<file path="config.mk">
export PLATFORM = sky130hd
export DESIGN_NAME = radix_digit_converter_unit
export DESIGN_NICKNAME = d
export VERILOG_FILES = /design/src/hdl/rdc_pkg.sv /design/src/hdl/radix_digit_converter_unit.sv
export SDC_FILE = /design/constraint.sdc
export NUM_CORES = 2
export LEC_CHECK = 0
export ABC_AREA = 1
export BUFFER_PORTS_ARGS = -buffer_cell sky130_fd_sc_hd__buf_2
export CAP_MARGIN = 0
export CORE_MARGIN = 2
export CORE_UTILIZATION = 40
export CTS_CLUSTER_DIAMETER = 50
export CTS_CLUSTER_SIZE = 40
export DETAILED_ROUTE_END_ITERATION = 12
export GPL_ROUTABILITY_DRIVEN = 0
export PLACE_DENSITY = 0.6
export REMOVE_ABC_BUFFERS = 1
export SETUP_SLACK_MARGIN = 0.1
export SLEW_MARGIN = 20
export SYNTH_ARGS = -nofsm -noshare
export SYNTH_HDL_FRONTEND = slang
export SYNTH_SLANG_ARGS = --single-unit
</file>
<file path="constraint.sdc">
create_clock -name clock -period 7.7 [get_ports clock]
set_input_delay 0.385 -clock clock [delete_from_list [all_inputs] [get_ports clock]]
set_output_delay 0.385 -clock clock [all_outputs]
set_load 0.02 [all_outputs]
</file>
<file path="src/hdl/rdc_pkg.sv">
// Shared constants, types and reciprocal table for the radix digit converter.
`default_nettype none

package rdc_pkg;

   // Width of the value field on the request channel
   localparam int FIELD_BITS = 32;

   // Digit stack depth and its pointer widths
   localparam int MAX_DIGITS     = 32;
   localparam int DEPTH_BITS     = $clog2(MAX_DIGITS + 1);
   localparam int STACK_IDX_BITS = $clog2(MAX_DIGITS);

   // Radix register width, bounds and reset value
   localparam int RADIX_BITS          = 5;
   localparam logic [4:0] RADIX_MIN   = 5'd2;
   localparam logic [4:0] RADIX_MAX   = 5'd16;
   localparam logic [4:0] RADIX_RESET = 5'd2;

   // Digit and reciprocal widths
   localparam int DIGIT_BITS = 4;
   localparam int RECIP_BITS = 32;
   localparam int REM_BITS   = 6;

   typedef logic [DIGIT_BITS-1:0] digit_type;

   // Clamp a raw radix code into the supported range
   function automatic logic [4:0] clamp_radix(input logic [4:0] raw);
      logic [4:0] r;
      r = raw;
      if (r < RADIX_MIN) begin
         r = RADIX_MIN;
      end
      if (r > RADIX_MAX) begin
         r = RADIX_MAX;
      end
      return r;
   endfunction

   // floor(2^32 / r) for r in 2..16; the quotient estimate is then at most one low
   function automatic logic [RECIP_BITS-1:0] radix_recip(input logic [4:0] r);
      logic [RECIP_BITS-1:0] m;
      case (r)
         5'd2:    m = 32'h8000_0000;
         5'd3:    m = 32'h5555_5555;
         5'd4:    m = 32'h4000_0000;
         5'd5:    m = 32'h3333_3333;
         5'd6:    m = 32'h2AAA_AAAA;
         5'd7:    m = 32'h2492_4924;
         5'd8:    m = 32'h2000_0000;
         5'd9:    m = 32'h1C71_C71C;
         5'd10:   m = 32'h1999_9999;
         5'd11:   m = 32'h1745_D174;
         5'd12:   m = 32'h1555_5555;
         5'd13:   m = 32'h13B1_3B13;
         5'd14:   m = 32'h1249_2492;
         5'd15:   m = 32'h1111_1111;
         5'd16:   m = 32'h1000_0000;
         default: m = 32'h8000_0000;
      endcase
      return m;
   endfunction

endpackage

`default_nettype wire

</file>
<file path="src/hdl/radix_digit_converter_unit.sv">
// Radix digit converter: unsigned integer to a stream of base-N digits, MSD first.
//
// Usage:
//   req channel: one unsigned value per transfer (low VALUE_BITS bits used).
//   rsp channel: one transfer per digit, most significant first; tlast marks
//   the least significant digit. A value of zero yields a single digit 0.
//   csr port: write csr_wr_data into the radix register while idle; codes 0..1
//   act as radix 2 and 17..31 as radix 16. Reset sets radix 2.
// Sequence, for a value with D digits in the chosen radix:
//   the accepting edge loads the value, then each digit takes a multiply step and
//   a correct step in the shared multiply-by-reciprocal divider, then the digit
//   stack is popped into the output register, most significant first; D is at most 32.
//   req_tready is high only while the sequencer is idle and returns on the edge
//   that loads the last digit into the output register, so the next value may be
//   taken while the final digit still waits in the output register.
// Stall: a low rsp_tready freezes the output register and the digit pop.
// Reset: synchronous; clears the sequencer and output valid, and sets the radix register to 2.
`default_nettype none

module radix_digit_converter_unit
   import rdc_pkg::*;
#(
   parameter int VALUE_BITS = 32
) (
   input  wire logic        clock,
   input  wire logic        reset,
   // Request channel
   input  wire logic        req_tvalid,
   output logic             req_tready,
   input  wire logic [31:0] req_tdata,   // [31:0] value
   // Result channel
   output logic             rsp_tvalid,
   input  wire logic        rsp_tready,
   output logic [7:0]       rsp_tdata,   // [3:0] digit, [7:4] zero
   output logic             rsp_tlast,   // last_digit
   // Configuration
   input  wire logic        csr_wr_en,
   input  wire logic [4:0]  csr_wr_data  // radix
);

   localparam int W = (VALUE_BITS < FIELD_BITS) ? VALUE_BITS : FIELD_BITS;
   localparam int PROD_BITS = W + RECIP_BITS;
   localparam int QR_BITS   = W + RADIX_BITS;

   typedef enum logic [1:0] {
      ST_IDLE,
      ST_MUL,
      ST_FIX,
      ST_EMIT
   } state_type;

   state_type                 state_ff, state_in;
   logic [4:0]                radix_ff, radix_in;
   logic [4:0]                rad_ff, rad_in;
   logic [W-1:0]              value_ff, value_in;
   logic [PROD_BITS-1:0]      prod_ff, prod_in;
   logic [DEPTH_BITS-1:0]     depth_ff, depth_in;
   digit_type                 stack_ff [MAX_DIGITS];
   digit_type                 stack_in [MAX_DIGITS];
   logic                      rsp_tvalid_ff, rsp_tvalid_in;
   digit_type                 rsp_digit_ff, rsp_digit_in;
   logic                      rsp_tlast_ff, rsp_tlast_in;

   // Divider correction step signals
   logic [W-1:0]              q_est;
   logic [QR_BITS-1:0]        q_times_r;
   logic [QR_BITS-1:0]        diff;
   logic [REM_BITS-1:0]       rem_est;
   logic                      corr;
   digit_type                 fix_digit;
   logic [W-1:0]              q_fixed;
   logic [DEPTH_BITS-1:0]     depth_inc;
   logic [DEPTH_BITS-1:0]     depth_dec;
   logic                      out_free;

   assign req_tready = (state_ff == ST_IDLE);
   assign rsp_tvalid = rsp_tvalid_ff;
   assign rsp_tdata  = {{(8 - DIGIT_BITS){1'b0}}, rsp_digit_ff};
   assign rsp_tlast  = rsp_tlast_ff;

   // Correct the reciprocal quotient estimate by at most one, step the stack pointer and flag a free output
   always_comb begin
      q_est     = prod_ff[PROD_BITS-1:RECIP_BITS];
      q_times_r = QR_BITS'(q_est) * QR_BITS'(rad_ff);
      diff      = QR_BITS'(value_ff) - q_times_r;
      rem_est   = diff[REM_BITS-1:0];
      corr      = (rem_est >= REM_BITS'(rad_ff));
      fix_digit = corr ? DIGIT_BITS'(rem_est - REM_BITS'(rad_ff)) : DIGIT_BITS'(rem_est);
      q_fixed   = q_est + W'(corr);
      depth_inc = depth_ff + DEPTH_BITS'(1);
      depth_dec = depth_ff - DEPTH_BITS'(1);
      out_free  = !rsp_tvalid_ff || rsp_tready;
   end

   // Sequencer next-state logic
   always_comb begin
      state_in      = state_ff;
      radix_in      = radix_ff;
      rad_in        = rad_ff;
      value_in      = value_ff;
      prod_in       = prod_ff;
      depth_in      = depth_ff;
      stack_in      = stack_ff;
      rsp_tvalid_in = rsp_tvalid_ff;
      rsp_digit_in  = rsp_digit_ff;
      rsp_tlast_in  = rsp_tlast_ff;

      // Drop the output once its transfer completes
      if (rsp_tvalid_ff && rsp_tready) begin
         rsp_tvalid_in = 1'b0;
      end

      if (csr_wr_en) begin
         radix_in = csr_wr_data;
      end

      case (state_ff)
         ST_IDLE: begin
            if (req_tvalid) begin
               value_in = req_tdata[W-1:0];
               rad_in   = clamp_radix(radix_ff);
               depth_in = '0;
               state_in = ST_MUL;
            end
         end
         ST_MUL: begin
            prod_in  = PROD_BITS'(value_ff) * PROD_BITS'(radix_recip(rad_ff));
            state_in = ST_FIX;
         end
         ST_FIX: begin
            // Push the remainder, keep the quotient
            stack_in[depth_ff[STACK_IDX_BITS-1:0]] = fix_digit;
            depth_in = depth_inc;
            value_in = q_fixed;
            if ((q_fixed == '0) || (depth_inc == DEPTH_BITS'(MAX_DIGITS))) begin
               state_in = ST_EMIT;
            end else begin
               state_in = ST_MUL;
            end
         end
         ST_EMIT: begin
            // Pop one digit into the output register when it is free
            if (out_free) begin
               rsp_tvalid_in = 1'b1;
               rsp_digit_in  = stack_ff[depth_dec[STACK_IDX_BITS-1:0]];
               rsp_tlast_in  = (depth_ff == DEPTH_BITS'(1));
               depth_in      = depth_dec;
               if (depth_ff == DEPTH_BITS'(1)) begin
                  state_in = ST_IDLE;
               end
            end
         end
         default: begin
            state_in = ST_IDLE;
         end
      endcase
   end

   // Hold state, datapath and output registers
   always_ff @(posedge clock) begin
      if (reset) begin
         state_ff      <= ST_IDLE;
         radix_ff      <= RADIX_RESET;
         depth_ff      <= '0;
         rsp_tvalid_ff <= 1'b0;
      end else begin
         state_ff      <= state_in;
         radix_ff      <= radix_in;
         depth_ff      <= depth_in;
         rsp_tvalid_ff <= rsp_tvalid_in;
      end
      rad_ff       <= rad_in;
      value_ff     <= value_in;
      prod_ff      <= prod_in;
      stack_ff     <= stack_in;
      rsp_digit_ff <= rsp_digit_in;
      rsp_tlast_ff <= rsp_tlast_in;
   end

   // Stack pointer stays within the digit stack
   a_depth_bound: assert property (@(posedge clock) disable iff (reset)
      depth_ff <= DEPTH_BITS'(MAX_DIGITS))
      else $error("digit stack pointer out of range");

   // An accepted value starts the divider
   a_accept_starts: assert property (@(posedge clock) disable iff (reset)
      (req_tvalid && req_tready) |=> (state_ff == ST_MUL))
      else $error("accepted value did not start the divider");

   // Corrected remainder is a valid digit of the radix
   a_digit_range: assert property (@(posedge clock) disable iff (reset)
      (state_ff == ST_FIX) |-> (5'(fix_digit) < rad_ff))
      else $error("remainder not below radix after correction");

   // Emission never runs on an empty stack
   a_emit_nonempty: assert property (@(posedge clock) disable iff (reset)
      (state_ff == ST_EMIT) |-> (depth_ff != '0))
      else $error("emit with empty digit stack");

endmodule

`default_nettype wire

</file>
==> results.sh <==
export IMPL_track_usage=0.265
export IMPL_crit_required_ns=8.02
export IMPL_critPathBufInv=7
export IMPL_cap_violations=0
export IMPL_status="finished clean"
export IMPL_holdWs_ns=0.0312
export IMPL_grt_pass1_wl_um=222000
export IMPL_synth_top_area_cell="fa_1"
export IMPL_hold_path_class="in -> reg"
export IMPL_async_flop_share=0
export IMPL_hpwl_um=118000
export IMPL_path_cells="buf_4 > buf_4 > nand2_1 > fa_1 > fa_1 > fa_1 > inv_1 > fa_1 > inv_1 > fa_1 > fa_1 > inv_1 > ha_1 > ha_1 > ha_1 > nand2_1 > nor2_1 > inv_1 > nor2_1 > inv_1 > nor2_1 > nand3_1 > nand4_1 > nand2_1"
export IMPL_yosysTopAreaCellShare=0.411
export IMPL_timing_final_crit_share=0.971
export IMPL_drtAntennaViolNets=0
export IMPL_dominantRegCellSynth="edfxtp_1"
export IMPL_clkLatencyLatePin_ns=0.63
export IMPL_netlist_instances=5159
export IMPL_die_w_um=335
export IMPL_drc=0
export IMPL_synth_seq_cells=238
export IMPL_core_um2=109000
export IMPL_synth_edf_count=202
export IMPL_clock_skew_ns=0.0579
export IMPL_arrival_ns=7.80
export IMPL_synth_cell_types=50
export IMPL_row_count=121
export IMPL_clk_pin_slew_ns=0.09
export IMPL_h_tree_depth=2
export IMPL_period_needed_ns=7.48
export IMPL_maxSlewViolCount=0
export IMPL_io_pins=53
export IMPL_crit_type="reg -> reg"
export IMPL_cp_top_family="adder cells"
export IMPL_routedWlPerCell_um=21.7
export IMPL_syn_cell_area_um2=43900
export IMPL_yosysWarnings=0
export IMPL_fin_cells=6694
export IMPL_hold_viol_final=0
export IMPL_layout_nets=6481
export IMPL_dp_cells=6604
export IMPL_cts_buffers=39
export IMPL_tightest_slew_ns=1.21
export IMPL_vias_per_cell=5.15
export IMPL_fmax_mhz=134
export IMPL_vias=34500
export IMPL_setup_worst_path_start_class="flip-flop"
export IMPL_min_from="req_tdata[1]"
export IMPL_cpPeakStageDelay_ns=0.69
export IMPL_io_buffers=48
export IMPL_grt_overflow=0
export IMPL_dieHeight_um=335
export IMPL_routed_wirelength_um=145000
export IMPL_worstSetupEndpointType="flip-flop"
export IMPL_setup_violations=0
export IMPL_cts_sinks=238
export IMPL_synth_most_common_cell="inv_1"
export IMPL_cts_tree="built"
export IMPL_worst_path_max_delay_cell="dfxtp_1"
export IMPL_area_growth_pct=10.1
export IMPL_drive_above_1_share=0.0600
export IMPL_path_max_fanout=16
export IMPL_root_buffer="clkbuf_16"
export IMPL_seq_area_frac_synth=0.155
export IMPL_grt_pass1_vias=36400
export IMPL_grt_max_degree=70
export IMPL_cts_buffer_depth=3
export IMPL_initial_core_util=0.403
export IMPL_synth_avg_cell_area_um2=8.51
export IMPL_n_antenna_cell=0
export IMPL_grt_antenna_before_repair=0
export IMPL_tns_ns=0
export IMPL_dieArea_um2=112000
export IMPL_grt_setup_unrepaired="true"
export IMPL_maxSlewHeadroom=0.191
export IMPL_dr_pass1_iters=7
export IMPL_drt_initial_drc_count=3307
export IMPL_synth_area_top_cells="fa_1 41%, edfxtp_1 14%, inv_1 12%, nand2_1 9.9%, ha_1 8.2%"
export IMPL_path_common_cell="fa_1"
export IMPL_synth_common_cells="1444 x inv_1, 1160 x nand2_1, 901 x fa_1"
[layout make-up]
cell class	count	area (µm²)
Sequential cell	238	6790
Fill cell	10600	60500
Clock inverter	26	392
Timing Repair Buffer	224	1960
Clock buffer	43	991
Tap cell	1414	1770
Multi-Input combinational cell	3304	31000
Inverter	1445	5420
[per-stage QoR]
stage	util	area, µm²	setup WS, ns
3_3_place_gp	0.429	46700	0.264
4_1_cts	0.442	48100	0.217
3_5_place_dp	0.429	46700	0.250
5_1_grt	0.444	48300	0.0473
2_1_floorplan	-	43200	1.04
6_report	0.444	48300	0.224
[state kept, by name (all words and copies together) (netlist names), named ones only]
name,cells
depth_ff,6
prod_ff,32
rad_ff,5
radix_ff,5
rsp_digit_ff,4
rsp_tlast,1
rsp_tvalid,1
stack_ff,128
state_ff,2
value_ff,32
[worst register-to-register path: stages (launching register included)]
cell and delay [ns]:
dfxtp_1 0.69, buf_4 0.33, buf_4 0.30, nand2_1 0.13
fa_1 0.52, fa_1 0.44, fa_1 0.51, inv_1 0.05
fa_1 0.49, inv_1 0.06, fa_1 0.40, fa_1 0.63
inv_1 0.07, ha_1 0.30, ha_1 0.29, ha_1 0.48
nand2_1 0.15, nor2_1 0.16, inv_1 0.08, nor2_1 0.14
inv_1 0.07, nor2_1 0.34, nand3_1 0.31, nand4_1 0.15
nand2_1 0.08
[cells in the final DEF, fill, tap and decap left out, types with 48 or more instances in the layout]
cell type,synthesis,routed
a21oi_1,108,108
buf_2,12,48
buf_4,6,142
edfxtp_1,202,202
fa_1,901,901
ha_1,286,286
inv_1,1444,1443
nand2_1,1160,1158
nand3_1,75,74
nor2_1,373,372
o21ai_0,114,113
[cells by family after synthesis]
family                   share of synthesized area
XOR/XNOR                                   0.00795
adder cells (fa/ha/maj)                      0.493
buffers and inverters                        0.140
other                                    0.0000855
AND/OR/NAND/NOR                              0.151
multiplexers                               0.00205
flip-flops                                   0.155
AO/OA/AOI/OAI                               0.0522
[routing by layer]
layer	track usage	routed length (µm)
met5	0	0
met4	0.146	9750
met3	0.0410	12400
met2	0.421	65600
met1	0.348	57400
[path summary, 6_finish.rpt]
kind / end / slack (ns) / depth (start not counted)
worst min register to register: radix_ff[3] / 0.49 / 2
worst max register to register: prod_ff[53] / 0.22 / 24
worst max-delay path: prod_ff[53] / 0.22 / 24
worst min-delay path: value_ff[1] / 0.03 / 3
[repair_timing]
item / in CTS / in global routing
setup buffers: 0 / 18
endpoints found under the hold margin: 1 / 0
gates resized for setup: 0 / 8
endpoints found under the setup margin: 0 / 28
hold buffers: 3 / 0
Power is left out: the tool's default activity adds up to more than one toggle a clock period on the data nets, which glitch-free logic cannot reach.
